### src/sv/bnse_pkg.sv
`timescale 1ns / 1ps
package bnse_pkg;

  localparam int GROUP_W     = 40;
  localparam int QUEUE_DEPTH = 2;

  localparam logic [2:0] MODE_B64    = 3'd0;
  localparam logic [2:0] MODE_B64URL = 3'd1;
  localparam logic [2:0] MODE_B32    = 3'd2;
  localparam logic [2:0] MODE_B32HEX = 3'd3;
  localparam logic [2:0] MODE_B16    = 3'd4;

  localparam logic CFG_ALPHABET = 1'b0;
  localparam logic CFG_PADDING  = 1'b1;

  localparam logic [7:0] PAD_CHAR = 8'h3D;

  typedef struct packed {
    logic [GROUP_W-1:0] bits;     // left aligned, first char in the top bits
    logic [2:0]         mode;
    logic [3:0]         data_cnt; // alphabet characters
    logic [3:0]         total;    // alphabet plus pad characters
    logic               last;
  } bnse_job_t;

  typedef struct packed {
    logic [2:0] grp_bytes;
    logic [3:0] out_chars;
    logic [2:0] char_bits;
  } bnse_geom_t;

  function automatic bnse_geom_t bnse_geom(input logic [2:0] mode);
    bnse_geom_t g;
    case (mode)
      MODE_B64, MODE_B64URL: g = '{grp_bytes: 3'd3, out_chars: 4'd4, char_bits: 3'd6};
      MODE_B32, MODE_B32HEX: g = '{grp_bytes: 3'd5, out_chars: 4'd8, char_bits: 3'd5};
      default:               g = '{grp_bytes: 3'd1, out_chars: 4'd2, char_bits: 3'd4};
    endcase
    return g;
  endfunction

  // characters for a partial group of n bytes: ceil(8n / char_bits)
  function automatic logic [3:0] bnse_part_chars(input logic [2:0] mode,
                                                 input logic [2:0] n);
    logic [3:0] c;
    c = 4'd2;
    case (mode)
      MODE_B64, MODE_B64URL: c = (n == 3'd2) ? 4'd3 : 4'd2;
      MODE_B32, MODE_B32HEX: begin
        case (n)
          3'd2:    c = 4'd4;
          3'd3:    c = 4'd5;
          3'd4:    c = 4'd7;
          default: c = 4'd2;
        endcase
      end
      default: c = 4'd2;
    endcase
    return c;
  endfunction

  function automatic logic [7:0] bnse_char(input logic [2:0] mode, input logic [5:0] idx);
    logic [7:0] c;
    case (mode)
      MODE_B64, MODE_B64URL: begin
        if (idx < 6'd26)      c = 8'h41 + {2'b00, idx};
        else if (idx < 6'd52) c = 8'h61 + {2'b00, idx} - 8'd26;
        else if (idx < 6'd62) c = 8'h30 + {2'b00, idx} - 8'd52;
        else if (idx == 6'd62) c = (mode == MODE_B64) ? 8'h2B : 8'h2D;
        else                  c = (mode == MODE_B64) ? 8'h2F : 8'h5F;
      end
      MODE_B32: begin
        if (idx < 6'd26) c = 8'h41 + {2'b00, idx};
        else             c = 8'h32 + {2'b00, idx} - 8'd26;
      end
      default: begin
        if (idx < 6'd10) c = 8'h30 + {2'b00, idx};
        else             c = 8'h41 + {2'b00, idx} - 8'd10;
      end
    endcase
    return c;
  endfunction

endpackage

### src/sv/base_n_stream_encoder_core.sv
`timescale 1ns / 1ps
// Base64 / base32 / base16 stream encoder. Bytes enter on the in_ stream, one per
// transfer, with in_tlast on the final byte of a message; characters leave on the
// out_ stream, one per transfer, with out_tlast on the final character. A byte is
// taken every cycle while the job queue has room; the output side delivers one
// character per cycle while out_tready is high, so the sustained rate is set by
// the character serializer: base64 gives four characters per three bytes,
// base32 eight per five, base16 two per byte. Write alphabet_mode (index 0)
// and padding_enable (index 1) on the cfg_ port only while the block is idle.
module base_n_stream_encoder_core
  import bnse_pkg::*;
#(
  parameter int QDEPTH = QUEUE_DEPTH
) (
  input  logic       clk,
  input  logic       rst_n,
  input  logic       cfg_we,
  input  logic       cfg_addr,
  input  logic [2:0] cfg_wdata,
  input  logic       in_tvalid,
  output logic       in_tready,
  input  logic [7:0] in_tdata,   // data_byte
  input  logic       in_tlast,
  output logic       out_tvalid,
  input  logic       out_tready,
  output logic [7:0] out_tdata,  // out_char
  output logic       out_tlast
);

  logic      q_full, q_push, q_pop, q_avail;
  bnse_job_t push_job, pop_job;

  bnse_front u_front (
    .clk       (clk),
    .rst_n     (rst_n),
    .cfg_we    (cfg_we),
    .cfg_addr  (cfg_addr),
    .cfg_wdata (cfg_wdata),
    .in_tvalid (in_tvalid),
    .in_tready (in_tready),
    .in_tdata  (in_tdata),
    .in_tlast  (in_tlast),
    .q_full    (q_full),
    .q_push    (q_push),
    .q_job     (push_job)
  );

  bnse_queue #(.DEPTH(QDEPTH)) u_queue (
    .clk      (clk),
    .rst_n    (rst_n),
    .push     (q_push),
    .push_job (push_job),
    .full     (q_full),
    .pop      (q_pop),
    .avail    (q_avail),
    .pop_job  (pop_job)
  );

  bnse_back u_back (
    .clk        (clk),
    .rst_n      (rst_n),
    .q_avail    (q_avail),
    .q_job      (pop_job),
    .q_pop      (q_pop),
    .out_tvalid (out_tvalid),
    .out_tready (out_tready),
    .out_tdata  (out_tdata),
    .out_tlast  (out_tlast)
  );

endmodule

### src/sv/bnse_front.sv
`timescale 1ns / 1ps
module bnse_front
  import bnse_pkg::*;
(
  input  logic            clk,
  input  logic            rst_n,
  input  logic            cfg_we,
  input  logic            cfg_addr,
  input  logic [2:0]      cfg_wdata,
  input  logic            in_tvalid,
  output logic            in_tready,
  input  logic [7:0]      in_tdata,
  input  logic            in_tlast,
  input  logic            q_full,
  output logic            q_push,
  output bnse_job_t       q_job
);

  logic [2:0]         mode_r;
  logic               pad_r;
  logic [GROUP_W-1:0] bits_r, bits_nxt;
  logic [2:0]         cnt_r, cnt_nxt;

  logic               accept;
  logic [GROUP_W-1:0] new_bits;
  logic [2:0]         n;
  logic               full;
  logic [2:0]         used;
  bnse_geom_t         geom;
  logic [3:0]         part;

  assign in_tready = !q_full;
  assign accept    = in_tvalid && in_tready;
  assign geom      = bnse_geom(mode_r);
  assign new_bits  = {bits_r[GROUP_W-9:0], in_tdata};
  assign n         = cnt_r + 3'd1;
  assign full      = (n == 3'd0) || (n >= geom.grp_bytes);
  assign used      = full ? geom.grp_bytes : n;
  assign part      = bnse_part_chars(mode_r, n);

  always_comb begin
    q_job.mode     = mode_r;
    q_job.last     = in_tlast;
    q_job.data_cnt = full ? geom.out_chars : part;
    q_job.total    = (full || pad_r) ? geom.out_chars : part;
    case (used)
      3'd1:    q_job.bits = {new_bits[7:0], 32'h0};
      3'd2:    q_job.bits = {new_bits[15:0], 24'h0};
      3'd3:    q_job.bits = {new_bits[23:0], 16'h0};
      3'd4:    q_job.bits = {new_bits[31:0], 8'h0};
      default: q_job.bits = new_bits;
    endcase
    q_push   = accept && (full || in_tlast);
    bits_nxt = bits_r;
    cnt_nxt  = cnt_r;
    if (accept) begin
      if (full || in_tlast) begin
        bits_nxt = '0;
        cnt_nxt  = '0;
      end else begin
        bits_nxt = new_bits;
        cnt_nxt  = n;
      end
    end
  end

  always_ff @(posedge clk) begin
    if (!rst_n) begin
      mode_r <= MODE_B64;
      pad_r  <= 1'b1;
      bits_r <= '0;
      cnt_r  <= '0;
    end else begin
      bits_r <= bits_nxt;
      cnt_r  <= cnt_nxt;
      if (cfg_we) begin
        case (cfg_addr)
          CFG_ALPHABET: mode_r <= cfg_wdata;
          CFG_PADDING:  pad_r  <= cfg_wdata[0];
          default: ;
        endcase
      end
    end
  end

endmodule

### src/sv/bnse_queue.sv
`timescale 1ns / 1ps
module bnse_queue
  import bnse_pkg::*;
#(
  parameter int DEPTH = QUEUE_DEPTH
) (
  input  logic      clk,
  input  logic      rst_n,
  input  logic      push,
  input  bnse_job_t push_job,
  output logic      full,
  input  logic      pop,
  output logic      avail,
  output bnse_job_t pop_job
);

  localparam int AW = $clog2(DEPTH);
  localparam int CW = $clog2(DEPTH + 1);

  bnse_job_t       mem [DEPTH];
  logic [AW-1:0]   wr_r, rd_r;
  logic [CW-1:0]   cnt_r;

  assign full    = (cnt_r == CW'(DEPTH));
  assign avail   = (cnt_r != '0);
  assign pop_job = mem[rd_r];

  always_ff @(posedge clk) begin
    if (push) begin
      mem[wr_r] <= push_job;
    end
  end

  always_ff @(posedge clk) begin
    if (!rst_n) begin
      wr_r  <= '0;
      rd_r  <= '0;
      cnt_r <= '0;
    end else begin
      if (push) begin
        wr_r <= (wr_r == AW'(DEPTH - 1)) ? '0 : wr_r + 1'b1;
      end
      if (pop) begin
        rd_r <= (rd_r == AW'(DEPTH - 1)) ? '0 : rd_r + 1'b1;
      end
      case ({push, pop})
        2'b10:   cnt_r <= cnt_r + 1'b1;
        2'b01:   cnt_r <= cnt_r - 1'b1;
        default: cnt_r <= cnt_r;
      endcase
    end
  end

endmodule

### src/sv/bnse_back.sv
`timescale 1ns / 1ps
module bnse_back
  import bnse_pkg::*;
(
  input  logic       clk,
  input  logic       rst_n,
  input  logic       q_avail,
  input  bnse_job_t  q_job,
  output logic       q_pop,
  output logic       out_tvalid,
  input  logic       out_tready,
  output logic [7:0] out_tdata,
  output logic       out_tlast
);

  logic               busy_r;
  logic [GROUP_W-1:0] sh_r;
  logic [2:0]         mode_r;
  logic [3:0]         data_r;
  logic [3:0]         rem_r;
  logic               last_r;
  logic               ovalid_r;
  logic [7:0]         ochar_r;
  logic               olast_r;

  logic               adv;
  logic               finishing;
  bnse_geom_t         geom;
  logic [5:0]         idx;

  assign geom      = bnse_geom(mode_r);
  assign adv       = !ovalid_r || out_tready;
  assign finishing = busy_r && (rem_r == 4'd1);
  assign q_pop     = adv && q_avail && (!busy_r || finishing);

  always_comb begin
    case (geom.char_bits)
      3'd6:    idx = sh_r[GROUP_W-1 -: 6];
      3'd5:    idx = {1'b0, sh_r[GROUP_W-1 -: 5]};
      default: idx = {2'b00, sh_r[GROUP_W-1 -: 4]};
    endcase
  end

  always_ff @(posedge clk) begin
    if (!rst_n) begin
      busy_r   <= 1'b0;
      ovalid_r <= 1'b0;
    end else if (adv) begin
      ovalid_r <= busy_r;
      if (busy_r) begin
        ochar_r <= (data_r != 4'd0) ? bnse_char(mode_r, idx) : PAD_CHAR;
        olast_r <= last_r && finishing;
      end
      if (q_pop) begin
        busy_r <= 1'b1;
        sh_r   <= q_job.bits;
        mode_r <= q_job.mode;
        data_r <= q_job.data_cnt;
        rem_r  <= q_job.total;
        last_r <= q_job.last;
      end else if (busy_r) begin
        case (geom.char_bits)
          3'd6:    sh_r <= {sh_r[GROUP_W-7:0], 6'h0};
          3'd5:    sh_r <= {sh_r[GROUP_W-6:0], 5'h0};
          default: sh_r <= {sh_r[GROUP_W-5:0], 4'h0};
        endcase
        if (data_r != 4'd0) begin
          data_r <= data_r - 4'd1;
        end
        rem_r <= rem_r - 4'd1;
        if (finishing) begin
          busy_r <= 1'b0;
        end
      end
    end
  end

  assign out_tvalid = ovalid_r;
  assign out_tdata  = ochar_r;
  assign out_tlast  = olast_r;

endmodule

### config.mk
export PLATFORM = sky130hd
export DESIGN_NAME = base_n_stream_encoder_core
export DESIGN_NICKNAME = d
export VERILOG_FILES = /design/src/sv/bnse_pkg.sv /design/src/sv/base_n_stream_encoder_core.sv /design/src/sv/bnse_front.sv /design/src/sv/bnse_queue.sv /design/src/sv/bnse_back.sv
export SDC_FILE = /design/constraint.sdc
export NUM_CORES = 1
export LEC_CHECK = 0
export BUFFER_PORTS_ARGS = -buffer_cell sky130_fd_sc_hd__buf_2
export CORE_ASPECT_RATIO = 2
export CORE_MARGIN = 2
export CORE_UTILIZATION = 29
export CTS_BUF_LIST = sky130_fd_sc_hd__clkbuf_8
export DETAILED_ROUTE_END_ITERATION = 8
export PLACE_DENSITY = 0.55
export SLEW_MARGIN = 5
export SYNTH_ARGS = -nofsm -noshare
export SYNTH_HDL_FRONTEND = slang
export SYNTH_SLANG_ARGS = --single-unit
### constraint.sdc
create_clock -name clk -period 14.05 [get_ports clk]
set_input_delay 2.81 -clock clk [delete_from_list [all_inputs] [get_ports clk]]
set_output_delay 2.81 -clock clk [all_outputs]
set_load 0.05 [all_outputs]
---- Word level (Yosys, flattened, before mapping) ----
Memory sizes are Yosys's and may differ from the RTL's. A register that Yosys moved wholly into a read port is not among the register bits.
Index checks and enable logic that the tools add are counted.
cells by class
  muxes and demuxes ....................... 39
  magnitude comparators ................... 5
  $add $sub $neg .......................... 15
  bitwise operators ....................... 1
  eq/ne operators ......................... 20
  reductions and logical operators ........ 32
operators by type and width
  operator                                                                count
  40-bit one-hot mux with 4 select lines                                  1
  40-bit 2-to-1 mux                                                       2
  40-bit one-hot mux with 2 select lines                                  1
  8-bit 2-to-1 mux                                                        6
  32-bit 2-to-1 mux                                                       1
  4-bit 2-to-1 mux                                                        7
  3-bit by 2-bit equality test with 1-bit output (second input constant)  8
  10-bit one-hot mux with 2 select lines                                  1
  7-bit by 6-bit adder with 8-bit output (first input constant)           2
  8-bit one-hot mux with 2 select lines                                   1
  8-bit by 5-bit subtractor with 8-bit output (second input constant)     2
  6-bit by 6-bit adder with 7-bit output (first input constant)           2
  3-bit equality test (second input constant)                             4
  6-bit < comparator (second input constant)                              2
  6-bit one-hot mux with 2 select lines                                   1
  1-bit 2-to-1 mux                                                        10
  3-bit by 1-bit equality test with 1-bit output (second input constant)  3
  3-bit logical NOT                                                       3
  3-bit 2-to-1 mux                                                        3
  3-bit one-hot mux with 3 select lines                                   1
  3-bit AND reduction                                                     3
  2-bit one-hot mux with 2 select lines                                   2
  4-bit one-hot mux with 2 select lines                                   1
  2-bit nonzero test                                                      4
  other kinds (23)                                                        41
storage, ports and cells
  flip-flop bits (word level) ............. 106
  input port bits ......................... 18
  RAM bits ................................ 104
  output and inout port bits .............. 11
  memories ................................ 1
memories
  memory       words  bits a word  read ports  clocked after Yosys merged registers in  wr ports  RTL line          source
  u_queue.mem  2      52           1           1                                        1         bnse_queue.sv:20  bnse_job_t mem [DEPTH];

---- Depth between registers and ports, before layout ----
  depth after elaboration ................. 11
  mapped depth ............................ 17

---- Cells and area by module ----
From an unflattened synthesis, not the netlist that was laid out.
second synthesis, totals
  cell total of the unflattened synthesis .. 995
  area, all modules ....................... 11079.4 um^2
by module, submodules not included
  module      area an instance (um^2)  cells an instance  instances
  bnse_back   4570.6                   501                1
  bnse_queue  3957.5                   184                1
  bnse_front  2551.2                   310                1

---- Worst setup path before layout ----
Ideal clock, no wire load.
  kind .................................... input to register
  start ................................... input in_tvalid
  end ..................................... memory u_queue.mem[0][0] in the netlist's numbering (enable)
  setup time .............................. 463 ps
  arrival ................................. 5477 ps
  path buffers ............................ 0
  setup slack ............................. 8110 ps
  stages on the path ...................... 3
  cells stage by stage .................... nand2_1 > o21bai_1 > nor2_1
between the ends
  word-level cells in the longest chain between the ends .. 4
ends and longest elaborated chain
  element                                 RTL line                          source
  start: declaration                      base_n_stream_encoder_core.sv:20  input logic in_tvalid,
  1-bit logical AND                       bnse_front.sv:33                  assign accept = in_tvalid && in_tready;
  1-bit logical AND                       bnse_front.sv:53                  q_push = accept && (full || in_tlast);
  1-bit 2-to-1 mux                        bnse_queue.sv:29                  if (push) begin
  1-bit 2-to-1 mux (implied by the code)  bnse_queue.sv:30                  mem[wr_r] <= push_job;
  end: declaration                        bnse_queue.sv:20
No other way between the ends.

---- Worst setup path after layout ----
  start ................................... register u_back.mode_r[2]
  end ..................................... register u_back.ochar_r[5], in the netlist u_back.out_tdata[5] (data pin)
between the ends
  word-level cells in the longest chain between the ends .. 11
  elaborated cells on any way between the ends .. 31
  classes of those cells .................. 8 x add/sub; 4 x order compare; 6 x eq/ne; 10 x mux; 3 x reduce/logical
ends and longest elaborated chain
  element                                                                                 RTL line                                        source
  start: declaration                                                                      bnse_back.sv:18                                 logic [2:0] mode_r;
  start signal: assignment                                                                bnse_back.sv:57                                 mode_r <= q_job.mode;
  3-bit by 2-bit equality test with 1-bit output, or another cell as far along            bnse_pkg.sv:34                                  case (mode)
  2-bit OR reduction, on equally long branches                                            -
  2-bit one-hot mux with 2 select lines                                                   bnse_pkg.sv:34
  3-bit equality test                                                                     bnse_back.sv:37                                 case (geom.char_bits)
  6-bit one-hot mux with 2 select lines                                                   bnse_back.sv:37
  6-bit by 6-bit adder with 7-bit output / 6-bit equality test (equally long branches)    bnse_pkg.sv:68, bnse_pkg.sv:77, bnse_pkg.sv:69
  8-bit by 6-bit subtractor with 8-bit output / 8-bit 2-to-1 mux (equally long branches)  bnse_pkg.sv:68, bnse_pkg.sv:69
  8-bit 2-to-1 mux                                                                        bnse_pkg.sv:68                                  else if (idx < 6'd62) c = 8'h30 + {2'b00, idx} - 8'd52;
  8-bit 2-to-1 mux                                                                        bnse_pkg.sv:67                                  else if (idx < 6'd52) c = 8'h61 + {2'b00, idx} - 8'd26;
  8-bit 2-to-1 mux                                                                        bnse_pkg.sv:66                                  if (idx < 6'd26) c = 8'h41 + {2'b00, idx};
  8-bit one-hot mux with 2 select lines *                                                 bnse_pkg.sv:64                                  case (mode)
  end signal: assignment                                                                  bnse_back.sv:51                                 ochar_r <= (data_r != 4'd0) ? bnse_char(mode_r, idx) : PAD_CHAR;
  end: declaration                                                                        bnse_back.sv:23                                 logic [7:0] ochar_r;
Every way passes the cells marked *; elsewhere a longest branch is shown, timed or not.
A chain may end at the register's enable or synchronous reset.

==> out/qor.txt <==
Final Skew - 0.01633 ns
cts bufs inserted - 30
Max Used Layer - met4
Final #Nets - 1011
Initial DRT Pass Iterations - 5
CP required - 14.36 ns
CTS tree - yes
setup TNS - 0 ns
# clock sinks - 211
worst relative slew slack - 0.3584
Mean Syn Cell Area - 11.34 um2
wl on met1 - 9614 um
part of the power in combinational logic - 0.389
Crit path buffers/inverters - 4
Slew @ Worst Pin - 0.9542 ns
fin area - 0.01204 mm2
switch share - 0.3897
CP Cell Sequence - or2_2 -> inv_1 -> ha_2 -> buf_4 -> nor2b_1 -> nor2_1 -> inv_1 -> ha_1 -> inv_1 -> o31ai_1 -> a21oi_1 -> o21a_1 -> o21ai_0 -> o211ai_1
vias in the first global route - 7747
Post-synth EDFFs - 165
cell mode on critical path - inv_1
PD cells - 197.8 mW/mm2
Top delay family on crit path - compound AO/OA/AOI/OAI gates
Clock transition at path regs - 0.08 ns
via/cell ratio - 5.280
Synth Net Count - 1004
peak supply drop - 82.58 uV
Crit. End Element - flip-flop
count of final hold-check violations - 0
Worst Path Max Fanout - 90
Critical Path AT - 5.15 ns
Hold Startpoint - u_front.mode_r[0]
Cells after Synth - 957
final setup margin - 9.206 ns
core box area - 0.03704 mm2
fill count - 3781
synthesized area - 0.01085 mm2
Sw Pwr - 0.9278 mW
post-cts resize count - 0
HP Class - reg2reg
Global Route Usage Sum - 0.1403
Starting DRT DRC Count - 371
crit-path max cell delay - 0.80 ns
sequential share of power - 0.399
largest net degree at the start of global routing - 91
post-route ant nets - 0
pre-CTS setup slack - 8.843 ns
row count - 100
fin. max-slew vios - 0
period utilization - 0.3447
Pwr Total - 2.381 mW
status - finished clean
Die Y - 277.6 um
unrepaired setup endpoints after global routing - no
# Max-Cap Violations - 0
Seq. cell area - 0.005877 mm2
post-route minimum period - 4.844 ns
Post-Route WL - 27610 um
Post-CTS Hold Fix Bufs - 0
largest cells by area after synthesis - edfxtp_1 46%, dfxtp_1 8.5%, a22oi_1 4.8%
first-pass GRT wire length - 43250 um
Slowest-stage cell, CP - o31ai_1
worst r2r src - u_back.mode_r[2]
total grt overflow - 0
Max Freq - 206.5 MHz
area grow syn2layout - 10.92%
met2 routed WL - 15830 um
post-CTS setup buffers - 0
Clock Latency Late Sink - 0.58 ns
DP Wirelength - 20070 um
leakage - 4.135 nW
IO Port Bufs - 28
final setup violating endpoints - 0
CTS Root Cell - clkbuf_8
buffers from clock root to sink, at most - 3
DP Area - 0.01141 mm2
top_reg_cell synth - edfxtp_1
GP Congestion - 1.031
CP startpoint - u_back.mode_r[2]
share of cells above drive strength 1 - 0.1063
Internal Power - 1.453 mW
#FFs+latches synth - 211
Seq/Total Area, Yosys - 0.5415
WL per Instance - 19.07 um
share of the synthesized area in the top cell type - 0.4566
Clock Power Share - 0.212
share of synthesized registers carrying an async set or reset - 0
via count - 7646
IO Count - 29
multi-input gate area in the final layout - 0.004629 mm2
count of cell types in the netlist - 68
DR WL met3 - 771 um
cell accounting for the most synthesized area - edfxtp_1
die width - 140.8 um
Crit Path Class - reg2reg
antenna violations before repair - 2
yosys warns - 0
# DRC - 0
Starting Density - 0.2930
crit path launch type - flip-flop
die area - 0.03908 mm2
htree depth - 1
[final timing paths]
path / endpoint / slack, ns / depth (start not counted)
setup reg to reg: u_back.out_tdata[5] / 9.21 / 14
hold / removal: u_queue.mem[0][9] / 0.48 / 0
setup / recovery: u_back.out_tdata[5] / 9.21 / 14
hold reg to reg: u_queue.mem[0][9] / 0.48 / 0
[cell usage after synthesis, types with 13 or more instances]
master	number
a22o_1	25
a211oi_1	40
o21ai_0	33
dfxtp_1	46
a22oi_1	69
and2_1	15
edfxtp_1	165
nor2b_1	46
mux2i_1	50
nor2_1	72
inv_1	25
nand2_1	32
and3_1	15
clkbuf_1	43
a221o_1	13
a21oi_1	63
xnor2_1	15
ha_1	29
a21boi_0	16
[registers in the layout, summed over array words and instances, names as in the netlist, named ones only]
signal             cells
u_back.out_tdata       8
u_queue.cnt_r          2
u_back.out_tlast       1
u_queue.mem          104
u_back.last_r          1
u_back.sh_r           40
u_back.busy_r          1
u_back.rem_r           4
u_front.mode_r         3
u_queue.wr_r           1
u_front.bits_r        32
u_back.out_tvalid      1
u_queue.rd_r           1
u_back.mode_r          3
u_back.data_r          4
u_front.pad_r          1
u_front.cnt_r          3
[final cells by class]
class                      count  share of cell area
multi-input combinational    655              0.3846
inverter                      26            0.008108
sequential                   211              0.4883
timing repair buffer          40             0.01913
tap                          459             0.04771
clock buffer                  32             0.03659
antenna                        1           0.0002079
clock inverter                24             0.01538
[cells by family after synthesis]
logic type / after synthesis / synth area share
AO/OA/AOI/OAI: 327 / 0.2175
XOR/XNOR: 20 / 0.01683
adder cells (fa/ha/maj): 29 / 0.03344
buffers and inverters: 91 / 0.03470
flip-flops: 211 / 0.5414
multiplexers: 54 / 0.05027
AND/OR/NAND/NOR: 225 / 0.1058
[power groups by stage]
stage / clock, mW / combinational [mW] / sequential [mW]
after global routing: 0.546 / 1.03 / 0.961
after floorplan: 0 / 0.666 / 0.954
after detailed placement: 0 / 0.918 / 0.962
after CTS: 0.527 / 0.925 / 0.949
after global placement: 0 / 0.923 / 0.961
final: 0.506 / 0.926 / 0.949
[routing by layer]
metal / vias up / track usage
li1: 3695 / -
met1: 3709 / 0.1355
met2: 159 / 0.2809
met3: 83 / 0.01640
met4: 0 / 0.07513
met5: - / 0
[layout by cell type (no fill, tap or decap), types with 11 or more instances in the layout]
cell type and count:
a22o_1 25, xnor2_1 15, nor2b_1 46, nand2_1 32
and3_1 15, mux2i_1 50, buf_4 12, dfxtp_1 45
clkbuf_8 32, edfxtp_1 165, a21oi_1 63, ha_1 28
o21ai_0 33, a21boi_0 16, a221o_1 13, and2_1 15
a211oi_1 40, buf_2 28, a22oi_1 69, inv_1 35
a21o_1 11, nor2_1 70
[metrics by stage]
| stage | cells | utilization | hold WS (ns) |
|---|---|---|---|
| finish | 1448 | 0.3250 | 0.4808 |
| global route | 1448 | 0.3250 | 0.4885 |
| CTS | 1447 | 0.3249 | 0.4772 |
| detailed placement | 1391 | 0.3080 | 0.4560 |
| global placement | 1391 | 0.3080 | 0.4447 |
| floorplan | 957 | - | 0.4249 |
No activity file was read; power rests on OpenSTA's default activity.
